==> config.mk <==
export PLATFORM = sky130hd
export DESIGN_NAME = status_led_blink_controller
export DESIGN_NICKNAME = d
export VERILOG_FILES = /design/src/rtl/slbc_pkg.sv /design/src/rtl/status_led_blink_controller.sv
export SDC_FILE = /design/constraint.sdc
export NUM_CORES = 1
export LEC_CHECK = 0
export ABC_AREA = 1
export BUFFER_PORTS_ARGS = -buffer_cell sky130_fd_sc_hd__buf_2
export CAP_MARGIN = 15
export CORE_MARGIN = 3
export CORE_UTILIZATION = 35
export DETAILED_ROUTE_END_ITERATION = 12
export GPL_ROUTABILITY_DRIVEN = 0
export GPL_TIMING_DRIVEN = 0
export PLACE_DENSITY = 0.51
export SYNTH_ARGS = -nofsm -noshare
export SYNTH_HDL_FRONTEND = slang
export SYNTH_SLANG_ARGS = --single-unit
export TNS_END_PERCENT = 100
==> constraint.sdc <==
create_clock -name i_clk -period 4.4 [get_ports i_clk]
set_input_delay 0.44 -clock i_clk [delete_from_list [all_inputs] [get_ports i_clk]]
set_output_delay 0.44 -clock i_clk [all_outputs]
set_load 0.1 [all_outputs]
==> src/rtl/slbc_pkg.sv <==
// ----------------------------------------------------------------------------
// slbc_pkg
// Shared types and constants of the status LED blink controller.
// ----------------------------------------------------------------------------
`default_nettype none

package slbc_pkg;

    localparam int QUEUE_DEPTH = 8;
    localparam int LED_COUNT   = 2;

    localparam int QUEUE_AW = $clog2(QUEUE_DEPTH);
    localparam int QUEUE_CW = $clog2(QUEUE_DEPTH + 1);
    localparam int QUEUE_SW = QUEUE_AW + 1;
    localparam int LED_W    = $clog2(LED_COUNT);

    localparam int OBUF_DEPTH = 4;
    localparam int OBUF_AW    = $clog2(OBUF_DEPTH);
    localparam int OBUF_CW    = $clog2(OBUF_DEPTH + 1);

    localparam int S_TDATA_W = 16;
    localparam int S_TUSER_W = 3;
    localparam int M_TDATA_W = 32;
    localparam int CFG_IDX_W = 3;
    localparam int CFG_DAT_W = 16;

    localparam logic [15:0] ATTN_RESET = 16'd1000;

    typedef enum logic [2:0] {
        KIND_TICK    = 3'd0,
        KIND_BATTERY = 3'd1,
        KIND_POWER   = 3'd2,
        KIND_PROFILE = 3'd3,
        KIND_LINK    = 3'd4
    } t_kind;

    typedef enum logic [CFG_IDX_W-1:0] {
        CFG_ROLE_PERIPHERAL = 3'd0,
        CFG_USB_PRESENT     = 3'd1,
        CFG_BRIGHTNESS      = 3'd2,
        CFG_BATT_LOW_PCT    = 3'd3,
        CFG_BATT_FULL_PCT   = 3'd4,
        CFG_ATTN_INTERVAL   = 3'd5,
        CFG_SLOW_ON_MS      = 3'd6,
        CFG_EVENT_ON_MS     = 3'd7
    } t_cfg_idx;

    typedef enum logic [1:0] {
        COLOUR_RED   = 2'd0,
        COLOUR_GREEN = 2'd1,
        COLOUR_BLUE  = 2'd2
    } t_colour;

    // queue entry, led in bit 0
    typedef struct packed {
        logic             event_blink;
        logic [1:0]       colour;
        logic [LED_W-1:0] led;
    } t_blink;

    // pixel update, led in bit 0
    typedef struct packed {
        logic             last;
        logic [7:0]       blue;
        logic [7:0]       green;
        logic [7:0]       red;
        logic [LED_W-1:0] led;
    } t_pixel;

    function automatic logic [1:0] profile_colour(input logic [3:0] idx);
        logic [1:0] c;
        if (idx == 4'd0) begin
            c = COLOUR_GREEN;
        end else if (idx == 4'd1) begin
            c = COLOUR_RED;
        end else begin
            c = COLOUR_BLUE;
        end
        return c;
    endfunction

    function automatic logic [QUEUE_AW-1:0] queue_wrap(input logic [QUEUE_SW-1:0] s);
        logic [QUEUE_SW-1:0] r;
        if (s >= QUEUE_SW'(QUEUE_DEPTH)) begin
            r = s - QUEUE_SW'(QUEUE_DEPTH);
        end else begin
            r = s;
        end
        return r[QUEUE_AW-1:0];
    endfunction

    function automatic t_pixel make_pixel(input logic [LED_W-1:0] led,
                                          input logic [1:0] colour,
                                          input logic lit,
                                          input logic [7:0] level);
        t_pixel p;
        p.led   = led;
        p.red   = (lit && colour == COLOUR_RED)   ? level : 8'd0;
        p.green = (lit && colour == COLOUR_GREEN) ? level : 8'd0;
        p.blue  = (lit && colour == COLOUR_BLUE)  ? level : 8'd0;
        p.last  = 1'b0;
        return p;
    endfunction

endpackage

`default_nettype wire

==> src/rtl/status_led_blink_controller.sv <==
// ----------------------------------------------------------------------------
// status_led_blink_controller
// Two-LED status indicator: status flags, attention timer and blink queue,
// producing pixel updates on millisecond ticks.
// ----------------------------------------------------------------------------
// One event transfer per cycle; its state update is done in the cycle of the
// transfer and its pixel updates (up to two) enter a four-entry output buffer.
// Pixel updates are registered in the buffer; one event is taken per cycle
// while it holds two entries or fewer, and one update drains per cycle while
// m_axis_tready is high. Synchronous active-low reset clears flags, the blink
// timer and the queue and buffer pointers, and presets the attention timer.
`default_nettype none

module status_led_blink_controller
    import slbc_pkg::*;
(
    input  wire logic                 i_clk,
    input  wire logic                 i_rst_n,
    input  wire logic                 i_cfg_we,
    input  wire logic [CFG_IDX_W-1:0] i_cfg_index,
    input  wire logic [CFG_DAT_W-1:0] i_cfg_data,
    input  wire logic                 s_axis_tvalid,
    output logic                      s_axis_tready,
    // charge_pct, usb_powered, profile_index, profile_connected,
    // profile_open, link_connected
    input  wire logic [S_TDATA_W-1:0] s_axis_tdata,
    // kind
    input  wire logic [S_TUSER_W-1:0] s_axis_tuser,
    output logic                      m_axis_tvalid,
    input  wire logic                 m_axis_tready,
    // led_index, red, green, blue
    output logic [M_TDATA_W-1:0]      m_axis_tdata,
    output logic                      m_axis_tlast
);

    // configuration
    logic        r_role;
    logic        r_usb_present;
    logic [7:0]  r_brightness;
    logic [6:0]  r_low_pct;
    logic [6:0]  r_full_pct;
    logic [15:0] r_interval;
    logic [15:0] r_slow_on;
    logic [15:0] r_event_on;

    // status
    logic        r_batt_low, n_batt_low;
    logic        r_batt_full, n_batt_full;
    logic        r_powered, n_powered;
    logic [3:0]  r_profile, n_profile;
    logic        r_radio_conn, n_radio_conn;
    logic        r_radio_search, n_radio_search;
    logic        r_link_up, n_link_up;
    logic [15:0] r_attn, n_attn;

    // blink queue and current blink
    t_blink                r_queue [QUEUE_DEPTH];
    logic [QUEUE_AW-1:0]   r_head, n_head;
    logic [QUEUE_CW-1:0]   r_qcount, n_qcount;
    logic                  r_active, n_active;
    logic [LED_W-1:0]      r_blink_led, n_blink_led;
    logic [15:0]           r_remain, n_remain;

    // output buffer
    t_pixel                r_obuf [OBUF_DEPTH];
    logic [OBUF_AW-1:0]    r_wr_ptr;
    logic [OBUF_AW-1:0]    r_rd_ptr;
    logic [OBUF_CW-1:0]    r_ocount;

    // decoded event
    logic        accept;
    t_kind       kind;
    logic [6:0]  charge;
    logic        usb_in;
    logic [3:0]  pidx;
    logic        pconn;
    logic        popen;
    logic        lconn;
    logic [LED_W-1:0] batt_led;

    // enqueue candidates
    t_blink      cand0, cand1, put0, put1;
    logic        cv0, cv1;
    logic        wr0, wr1;
    logic [QUEUE_AW-1:0] wa0, wa1;
    logic [QUEUE_CW-1:0] qcount_mid;
    logic        full_now;
    t_blink      deq;
    logic [15:0] dur;

    // pixel updates
    t_pixel      pix0, pix1, push0, push1;
    logic        pv0, pv1;
    logic        do_push0, do_push1;
    logic        pop;

    assign s_axis_tready = (r_ocount <= OBUF_CW'(OBUF_DEPTH - 2));
    assign accept        = s_axis_tvalid && s_axis_tready;

    assign kind     = t_kind'(s_axis_tuser);
    assign charge   = s_axis_tdata[6:0];
    assign usb_in   = s_axis_tdata[7];
    assign pidx     = s_axis_tdata[11:8];
    assign pconn    = s_axis_tdata[12];
    assign popen    = s_axis_tdata[13];
    assign lconn    = s_axis_tdata[14];
    assign batt_led = r_role ? LED_W'(0) : LED_W'(1);

    always_comb begin
        n_batt_low     = r_batt_low;
        n_batt_full    = r_batt_full;
        n_powered      = r_powered;
        n_profile      = r_profile;
        n_radio_conn   = r_radio_conn;
        n_radio_search = r_radio_search;
        n_link_up      = r_link_up;
        n_attn         = r_attn;
        cand0          = '0;
        cand1          = '0;
        cv0            = 1'b0;
        cv1            = 1'b0;
        full_now       = 1'b0;

        unique case (kind)
            KIND_TICK: begin
                if (r_attn <= 16'd1) begin
                    n_attn = r_interval;
                    if (!r_role) begin
                        cand0 = '{event_blink: 1'b0, colour: profile_colour(r_profile),
                                  led: LED_W'(0)};
                        cv0   = r_radio_search && !r_radio_conn;
                        if (!r_link_up) begin
                            cand1 = '{event_blink: 1'b0, colour: COLOUR_BLUE, led: LED_W'(1)};
                            cv1   = 1'b1;
                        end else if (r_usb_present && r_powered) begin
                            cand1 = '{event_blink: 1'b0, colour: COLOUR_GREEN, led: LED_W'(1)};
                            cv1   = !r_batt_full;
                        end else begin
                            cand1 = '{event_blink: 1'b0, colour: COLOUR_RED, led: LED_W'(1)};
                            cv1   = r_batt_low;
                        end
                    end else begin
                        if (r_usb_present && r_powered) begin
                            cand0 = '{event_blink: 1'b0, colour: COLOUR_GREEN, led: LED_W'(0)};
                            cv0   = !r_batt_full;
                        end else begin
                            cand0 = '{event_blink: 1'b0, colour: COLOUR_RED, led: LED_W'(0)};
                            cv0   = r_batt_low;
                        end
                        cand1 = '{event_blink: 1'b0, colour: COLOUR_BLUE, led: LED_W'(1)};
                        cv1   = !r_link_up;
                    end
                end else begin
                    n_attn = r_attn - 16'd1;
                end
            end
            KIND_BATTERY: begin
                n_batt_low = (charge <= r_low_pct);
                if (r_usb_present) begin
                    full_now    = (charge >= r_full_pct);
                    cand0       = '{event_blink: 1'b1, colour: COLOUR_GREEN, led: batt_led};
                    cv0         = r_powered && full_now && !r_batt_full;
                    n_batt_full = full_now;
                end
            end
            KIND_POWER: begin
                if (r_usb_present) begin
                    cand0     = '{event_blink: 1'b1, colour: COLOUR_GREEN, led: batt_led};
                    cv0       = usb_in && !r_powered && r_batt_full;
                    n_powered = usb_in;
                    n_attn    = 16'd0;
                end
            end
            KIND_PROFILE: begin
                if (!r_role) begin
                    n_profile      = pidx;
                    n_radio_conn   = pconn;
                    n_radio_search = popen;
                    cand0          = '{event_blink: 1'b1, colour: profile_colour(pidx),
                                       led: LED_W'(0)};
                    cv0            = pconn;
                    n_attn         = 16'd0;
                end
            end
            KIND_LINK: begin
                n_link_up = lconn;
                cand0     = '{event_blink: 1'b1, colour: COLOUR_BLUE, led: LED_W'(1)};
                cv0       = lconn;
                n_attn    = 16'd0;
            end
            default: begin
            end
        endcase
    end

    // queue writes: compact candidates, drop when full
    always_comb begin
        put0       = cv0 ? cand0 : cand1;
        put1       = cand1;
        wr0        = (cv0 || cv1) && (r_qcount < QUEUE_CW'(QUEUE_DEPTH));
        wr1        = cv0 && cv1 && ((r_qcount + QUEUE_CW'(1)) < QUEUE_CW'(QUEUE_DEPTH));
        wa0        = queue_wrap(QUEUE_SW'(r_head) + QUEUE_SW'(r_qcount));
        wa1        = queue_wrap(QUEUE_SW'(r_head) + QUEUE_SW'(r_qcount) + QUEUE_SW'(1));
        qcount_mid = r_qcount + QUEUE_CW'(wr0) + QUEUE_CW'(wr1);
    end

    // blink step on a tick
    always_comb begin
        n_head      = r_head;
        n_qcount    = qcount_mid;
        n_active    = r_active;
        n_blink_led = r_blink_led;
        n_remain    = r_remain;
        pix0        = make_pixel(r_blink_led, COLOUR_RED, 1'b0, r_brightness);
        pix1        = '0;
        pv0         = 1'b0;
        pv1         = 1'b0;
        deq         = (r_qcount != '0) ? r_queue[r_head] : put0;
        dur         = deq.event_blink ? r_event_on : r_slow_on;

        if (kind == KIND_TICK) begin
            if (r_active) begin
                if (r_remain <= 16'd1) begin
                    pv0      = 1'b1;
                    n_active = 1'b0;
                    n_remain = 16'd0;
                end else begin
                    n_remain = r_remain - 16'd1;
                end
            end
            if (!n_active && qcount_mid != '0) begin
                n_head      = queue_wrap(QUEUE_SW'(r_head) + QUEUE_SW'(1));
                n_qcount    = qcount_mid - QUEUE_CW'(1);
                n_blink_led = deq.led;
                n_remain    = (dur == 16'd0) ? 16'd1 : dur;
                n_active    = 1'b1;
                pv1         = 1'b1;
                pix1        = make_pixel(deq.led, deq.colour, 1'b1, r_brightness);
            end
        end

        pix0.last = !pv1;
        pix1.last = 1'b1;
    end

    // output buffer pushes
    always_comb begin
        push0    = pv0 ? pix0 : pix1;
        push1    = pix1;
        do_push0 = accept && (pv0 || pv1);
        do_push1 = accept && pv0 && pv1;
        pop      = m_axis_tvalid && m_axis_tready;
    end

    assign m_axis_tvalid = (r_ocount != '0);
    assign m_axis_tdata  = {{(M_TDATA_W - 25){1'b0}}, r_obuf[r_rd_ptr][24:0]};
    assign m_axis_tlast  = r_obuf[r_rd_ptr].last;

    always_ff @(posedge i_clk) begin
        if (!i_rst_n) begin
            r_role        <= 1'b0;
            r_usb_present <= 1'b1;
            r_brightness  <= 8'd64;
            r_low_pct     <= 7'd20;
            r_full_pct    <= 7'd100;
            r_interval    <= 16'd2000;
            r_slow_on     <= 16'd200;
            r_event_on    <= 16'd400;
        end else if (i_cfg_we) begin
            unique case (t_cfg_idx'(i_cfg_index))
                CFG_ROLE_PERIPHERAL: r_role        <= i_cfg_data[0];
                CFG_USB_PRESENT:     r_usb_present <= i_cfg_data[0];
                CFG_BRIGHTNESS:      r_brightness  <= i_cfg_data[7:0];
                CFG_BATT_LOW_PCT:    r_low_pct     <= i_cfg_data[6:0];
                CFG_BATT_FULL_PCT:   r_full_pct    <= i_cfg_data[6:0];
                CFG_ATTN_INTERVAL:   r_interval    <= i_cfg_data;
                CFG_SLOW_ON_MS:      r_slow_on     <= i_cfg_data;
                CFG_EVENT_ON_MS:     r_event_on    <= i_cfg_data;
                default: begin
                end
            endcase
        end
    end

    always_ff @(posedge i_clk) begin
        if (!i_rst_n) begin
            r_batt_low     <= 1'b0;
            r_batt_full    <= 1'b0;
            r_powered      <= 1'b0;
            r_profile      <= 4'd0;
            r_radio_conn   <= 1'b0;
            r_radio_search <= 1'b0;
            r_link_up      <= 1'b0;
            r_attn         <= ATTN_RESET;
            r_head         <= '0;
            r_qcount       <= '0;
            r_active       <= 1'b0;
            r_blink_led    <= '0;
            r_remain       <= 16'd0;
        end else if (accept) begin
            r_batt_low     <= n_batt_low;
            r_batt_full    <= n_batt_full;
            r_powered      <= n_powered;
            r_profile      <= n_profile;
            r_radio_conn   <= n_radio_conn;
            r_radio_search <= n_radio_search;
            r_link_up      <= n_link_up;
            r_attn         <= n_attn;
            r_head         <= n_head;
            r_qcount       <= n_qcount;
            r_active       <= n_active;
            r_blink_led    <= n_blink_led;
            r_remain       <= n_remain;
        end
    end

    always_ff @(posedge i_clk) begin
        if (accept && wr0) begin
            r_queue[wa0] <= put0;
        end
        if (accept && wr1) begin
            r_queue[wa1] <= put1;
        end
    end

    always_ff @(posedge i_clk) begin
        if (do_push0) begin
            r_obuf[r_wr_ptr] <= push0;
        end
        if (do_push1) begin
            r_obuf[r_wr_ptr + OBUF_AW'(1)] <= push1;
        end
    end

    always_ff @(posedge i_clk) begin
        if (!i_rst_n) begin
            r_wr_ptr <= '0;
            r_rd_ptr <= '0;
            r_ocount <= '0;
        end else begin
            r_wr_ptr <= r_wr_ptr + OBUF_AW'(do_push0) + OBUF_AW'(do_push1);
            r_rd_ptr <= r_rd_ptr + OBUF_AW'(pop);
            r_ocount <= r_ocount + OBUF_CW'(do_push0) + OBUF_CW'(do_push1)
                        - OBUF_CW'(pop);
        end
    end

endmodule

`default_nettype wire

After elaboration in Yosys (flattened, before gate mapping)
Memories as Yosys holds them, arrays and structs flattened. A register that Yosys moved wholly into a read port is not among the register bits.
Cells that the tools add are included.

word-level totals
  flip-flop bits (word level) = 130
  memory bits (writable) = 136
  memories = 2

operators by class
  eq/ne operators = 17
  add/subtract/negate cells = 19
  bitwise operators = 1
  order comparisons = 10
  mux-type cells = 69
  reductions and logical operators = 54

memory list
  memory   words  bits a word  read ports  clocked after memory_dff  wr ports  RTL line                           text
  r_obuf   4      26           1           1                         2         status_led_blink_controller.sv:65  t_pixel r_obuf [OBUF_DEPTH];
  r_queue  8      4            1           1                         2         status_led_blink_controller.sv:57  t_blink r_queue [QUEUE_DEPTH];

operators with widths
  operator               number
  $mux 16                8
  $pmux 16 s4            1
  $mux 25                2
  $mux 4                 9
  $le 16x1->1 const B    2
  $sub 16x1->16 const B  2
  $mux 1                 28
  $mux 26                1
  $mux 3                 8
  $mux 8                 3
  $reduce_and 2->1       11
  $logic_and 1x1->1      17
  $logic_not 16->1       1
  $pmux 4 s4             1
  $eq 3x3->1 const B     5
  $reduce_and 3->1       5
  $mux 2                 7
  $eq 3x2->1 const B     4
  $ge 4x4->1 const B     3
  $reduce_bool 4->1      3
  $sub 3x1->3 const B    3
  $add 4x1->4            2
  $add 4x1->4 const B    2
  $eq 4x1->1 const B     2
  26 further kinds       40

Depth between registers and ports, before layout
  depth after elaboration = 19
  gate-level depth with buffers = 31
  gate-level depth less buffers = 30

Worst setup path after synthesis
No wires, ideal clock.

  path type = input port to flip-flop
  start = input port s_axis_tdata[0]
  end = memory r_obuf[3][13] (netlist bit), data pin
  setup time = 0.253 ns
  path slack = -0.046 ns
  stages = 31
  data arrival time = 4.193 ns
  path through = inv_1 -> ha_1 -> inv_1 -> nand2_1 -> nand2_1 -> nand2_1 -> nand2_1 -> nand2_1 -> nand2_1 -> nand2_1 -> nand2_1 -> nand2_2 -> buf_6 -> nand3_1 -> fa_1 -> inv_1 -> ha_1 -> inv_1 -> ha_1 -> inv_1 -> nor3_4 -> inv_1 -> o21ai_2 -> nor2_4 -> inv_2 -> nor2_1 -> inv_1 -> nand2_1 -> nand2_2 -> buf_4 -> nor2_1

RTL lines
  element             RTL line                           text
  start: declaration  status_led_blink_controller.sv:26  input wire logic [S_TDATA_W-1:0] s_axis_tdata,
  end: declaration    status_led_blink_controller.sv:65

Worst setup path in the final report
  start = register r_attn[1]
  end = register r_ocount[1]

on the way
  longest elaborated chain between the ends = 16

ends and longest elaborated chain
  element                               RTL line                            text
  start: declaration                    status_led_blink_controller.sv:54   logic [15:0] r_attn, n_attn;
  start signal: assignment              status_led_blink_controller.sv:308  r_attn <= n_attn;
  $le 16x1->1 *                         status_led_blink_controller.sv:126  if (r_attn <= 16'd1) begin
  $mux 1                                status_led_blink_controller.sv:126
  $pmux 1 s5 or $mux 1 (tied branches)  status_led_blink_controller.sv:124  unique case (kind)
  $logic_or 1x1->1                      status_led_blink_controller.sv:200  wr0 = (cv0 || cv1) && (r_qcount < QUEUE_CW'(QUEUE_DEPTH));
  $logic_and 1x1->1                     status_led_blink_controller.sv:200
  $add 4x1->4                           status_led_blink_controller.sv:204  qcount_mid = r_qcount + QUEUE_CW'(wr0) + QUEUE_CW'(wr1);
  $add 4x1->4 *                         status_led_blink_controller.sv:204
  $reduce_bool 4->1 *                   status_led_blink_controller.sv:231  if (!n_active && qcount_mid != '0) begin
  $logic_and 1x1->1 *                   status_led_blink_controller.sv:231
  $mux 1 *                              status_led_blink_controller.sv:231
  $mux 1 *                              status_led_blink_controller.sv:221  if (kind == KIND_TICK) begin
  $logic_or 1x1->1                      status_led_blink_controller.sv:250  do_push0 = accept && (pv0 || pv1);
  $logic_and 1x1->1                     status_led_blink_controller.sv:250
  $add 3x1->3                           status_led_blink_controller.sv:343  r_ocount <= r_ocount + OBUF_CW'(do_push0) + OBUF_CW'(do_push1)
  $add 3x1->3 *                         status_led_blink_controller.sv:343
  $sub 3x1->3 *                         status_led_blink_controller.sv:344  - OBUF_CW'(pop);
  end signal: assignment                status_led_blink_controller.sv:343
  end: declaration                      status_led_blink_controller.sv:68   logic [OBUF_CW-1:0] r_ocount;

Mark *: on every way between the ends. The rest lies on a longest branch, timed or not.
A chain may end at the register's enable or synchronous reset.

==> results.json <==
{
  "yosysTopAreaCell": "sky130_fd_sc_hd__edfxtp_1",
  "synth_seq_area_share_pct": 49.4,
  "timing.critical_path.to_type": "flip-flop",
  "detailedRoute.firstPassIterationCount": 6,
  "core_box_area_um2": 37800,
  "drv_slew": 0,
  "grt_start_max_net_pins": 27,
  "timing.hold.worst_path_depth": 3,
  "grt_pass1_vias": 11100,
  "layout-area-overhead-vs-synth_pct": 17.0,
  "die_width_um": 202,
  "placed_cells": 2232,
  "timing.slew.headroom_pct": 48.0,
  "ys_ff_latch": 269,
  "setup_slack_ps": 261,
  "timing_worst_setup_path_type": "reg2reg",
  "drt-total-wl_um": 38300,
  "ir_drop_v": 0.000284,
  "ys_types": 60,
  "tightestPinTransition_ps": 780,
  "design.portCount": 78,
  "clk_pin_slew_ps": 60,
  "synthCells": 1645,
  "grt_antenna_before_repair": 1,
  "place.port_buffers": 69,
  "design.die.area_um2": 40700,
  "rr_endpoint": "r_ocount[1]",
  "max-cap-violations": 0,
  "worst_setup_path_start_kind": "flip-flop",
  "clk_path_buf_depth": 3,
  "number_of_enable_type_register_cells_in_the_synthesized_netlist": 124,
  "top_post_synthesis_cells_by_count": "sky130_fd_sc_hd__nor2_1 (336), sky130_fd_sc_hd__nand2_1 (227), sky130_fd_sc_hd__o21ai_0 (181)",
  "detailed_route_iter0_violations": 843,
  "synth_warnings": 0,
  "pre_cts_ws_ps": -973,
  "worstPathArrival_ps": 4630,
  "finalCritPeriodShare_pct": 94.1,
  "groute.usage.overall_pct": 18.3,
  "routed_wire_length_per_instance_um": 16.7,
  "total_leakage_power_nw": 6.23,
  "detailed_place_hpwl_um": 27300,
  "syn_area_per_cell_um2": 8.15,
  "post_cts_hold_buffer_count": 0,
  "post_route_cells_drive_above_1_share_pct": 14.4,
  "timing.final.crit_period_ps": 4140,
  "via_count": 11600,
  "status": "finished clean",
  "grt_first_pass_wirelength_um": 60400,
  "worst-endpoint-required_ps": 4890,
  "numCtsBuffers": 31,
  "worstHoldStart": "i_cfg_data[13]",
  "synth-main-ff-cell": "sky130_fd_sc_hd__dfxtp_1",
  "reg2reg_slack_ps": 260,
  "cts_htree_levels": 1,
  "final-setup-viol-count": 0,
  "postSynth.asyncResetShare_pct": 0,
  "path_max_fanout": 4,
  "post_synth_instance_area_um2": 13400,
  "n_antenna_cell": 0,
  "clkSinkCount": 269,
  "synth.top_cells.by_area": "sky130_fd_sc_hd__edfxtp_1 (28%), sky130_fd_sc_hd__dfxtp_1 (22%), sky130_fd_sc_hd__nor2_1 (9.4%)",
  "initial_cell_density_of_the_core_pct": 35.5,
  "synth.most_common_cell": "sky130_fd_sc_hd__nor2_1",
  "die_height_um": 202,
  "critical_path.reg2reg.startpoint": "r_attn[1]",
  "clock.fmax_mhz": 242,
  "drt_drc_violations_left": 0,
  "min_delay_worst_endpoint": "r_event_on[13]",
  "grt_total_ovfl": 0,
  "antenna_violating_nets_post_route": 0,
  "timing.final.hold_violations": 0,
  "r2r.worst_path.cells": 26,
  "clock_insertion_delay_worst_skew_ps": 550,
  "worstHoldPathType": "in2reg",
  "avgViaCountPerCell": 5.03,
  "floorplan.rows": 71,
  "cts_tree": "done",
  "root_buffer": "sky130_fd_sc_hd__clkbuf_16",
  "power_density_over_the_cells_nw_per_um2": 543,
  "netlist.area_leader.share_pct": 27.8,
  "nNetsFinal": 1836,
  "layout.cells.non_filler": 2297,
  "post_route_clock_skew_ps": 19.5
}
==> where the power goes <==
part	internal [mW]	leakage, nW	switching [mW]
combinational	0.707	3.37	2.52
sequential	2.71	2.39	0.0928
clock	1.46	0.480	1.03
total	4.88	6.23	3.64
==> sequential cells by signal, summed over array words and instances, names as in the netlist, 8 cells and up, named ones only <==
register      flops
r_obuf          104
r_queue          32
r_attn           16
r_event_on       16
r_interval       16
r_remain         16
r_slow_on        16
r_brightness      8
==> layout make-up <==
class	instances	area [um2]
plain buffers	69	357
clock buffers	38	802
clock inverters	19	170
fillers	3868	22100
inverters	162	611
multi-input cells	1151	6050
flip-flops and latches	269	6630
well taps	511	639
repair buffers	78	433
==> critical path: stages (launching register included) <==
cell	delay, ps
sky130_fd_sc_hd__dfxtp_1	330
sky130_fd_sc_hd__inv_2	80
sky130_fd_sc_hd__ha_2	180
sky130_fd_sc_hd__nand3_1	120
sky130_fd_sc_hd__nand2_4	110
sky130_fd_sc_hd__nand3_4	130
sky130_fd_sc_hd__inv_4	100
sky130_fd_sc_hd__nand3_1	110
sky130_fd_sc_hd__o21ai_4	120
sky130_fd_sc_hd__nand3_4	90
sky130_fd_sc_hd__fa_2	390
sky130_fd_sc_hd__inv_2	80
sky130_fd_sc_hd__ha_4	200
sky130_fd_sc_hd__inv_2	50
sky130_fd_sc_hd__ha_2	160
sky130_fd_sc_hd__inv_1	60
sky130_fd_sc_hd__nor3_4	240
sky130_fd_sc_hd__inv_2	80
sky130_fd_sc_hd__o21ai_4	160
sky130_fd_sc_hd__nor2_4	60
sky130_fd_sc_hd__inv_2	80
sky130_fd_sc_hd__ha_1	120
sky130_fd_sc_hd__inv_1	50
sky130_fd_sc_hd__fa_2	330
sky130_fd_sc_hd__fa_2	520
sky130_fd_sc_hd__nand2_1	50
sky130_fd_sc_hd__inv_1	70
==> logic make-up (layout without fill, tap and decap cells) <==
kind of cell	after synthesis	in the layout	share of synthesized area [%]
DFF	269	269	49.4
buffers and inverters	232	366	7.28
AOI/OAI and AO/OA	376	376	15.9
and+or+nand+nor	710	711	22.5
other	1	7	0.0280
xor gates and xnor gates	26	26	1.70
adders and majority gates	31	31	3.17
==> per-layer routing <==
| layer | global-route usage, % | routed length, um | share of wire, % |
|---|---|---|---|
| met5 | 0 | 13 | 0.034 |
| met4 | 5.21 | 981 | 2.6 |
| met2 | 30.4 | 17800 | 46 |
| met3 | 2.51 | 2070 | 5.4 |
| met1 | 25.1 | 17500 | 46 |
==> what timing repair did <==
action	in CTS	in global routing
setup endpoints to repair	195	119
buffers inserted	4	4
gates resized for setup	21	29
gates cloned	0	1
pin swaps	5	7
==> worst max-delay path by stage <==
stage / slack (ps) / to / cells past startpoint / startpoint
floorplan: 110 / r_ocount[2] / 31 / s_axis_tdata[0]
global placement: -980 / r_obuf[0][13] / 24 / s_axis_tuser[1]
detailed placement: -970 / r_obuf[3][16] / 26 / s_axis_tuser[0]
CTS: 30 / r_obuf[1][16] / 31 / r_full_pct[2]
global route: -10 / r_ocount[1] / 26 / r_attn[1]
finish: 260 / r_ocount[1] / 26 / r_attn[1]
==> per-stage QoR <==
step / utilization [%] / hold slack [ps] / power, mW / TNS [ps] / area, um2
floorplan: - / 424 / 5.32 / 0 / 13400
global placement: 38.2 / 438 / 6.03 / -121610 / 14400
detailed placement: 38.3 / 445 / 6.05 / -116080 / 14400
CTS: 41.2 / 145 / 8.56 / 0 / 15500
global route: 41.5 / 168 / 8.95 / -13.5 / 15700
finish: 41.5 / 162 / 8.52 / 0 / 15700
==> cell usage in the layout, fill, tap and decap left out, types with 21 or more instances in the layout <==
master,count
sky130_fd_sc_hd__ha_1,21
sky130_fd_sc_hd__dfxtp_1,143
sky130_fd_sc_hd__nand2_1,222
sky130_fd_sc_hd__nor2_1,333
sky130_fd_sc_hd__inv_1,140
sky130_fd_sc_hd__clkbuf_16,31
sky130_fd_sc_hd__o21ai_0,180
sky130_fd_sc_hd__clkbuf_1,49
sky130_fd_sc_hd__edfxtp_1,124
sky130_fd_sc_hd__o22ai_1,52
sky130_fd_sc_hd__buf_4,21
sky130_fd_sc_hd__buf_2,75
sky130_fd_sc_hd__nand3_1,65
sky130_fd_sc_hd__a21oi_1,82
Note: power is estimated with default switching activity, not from simulation.
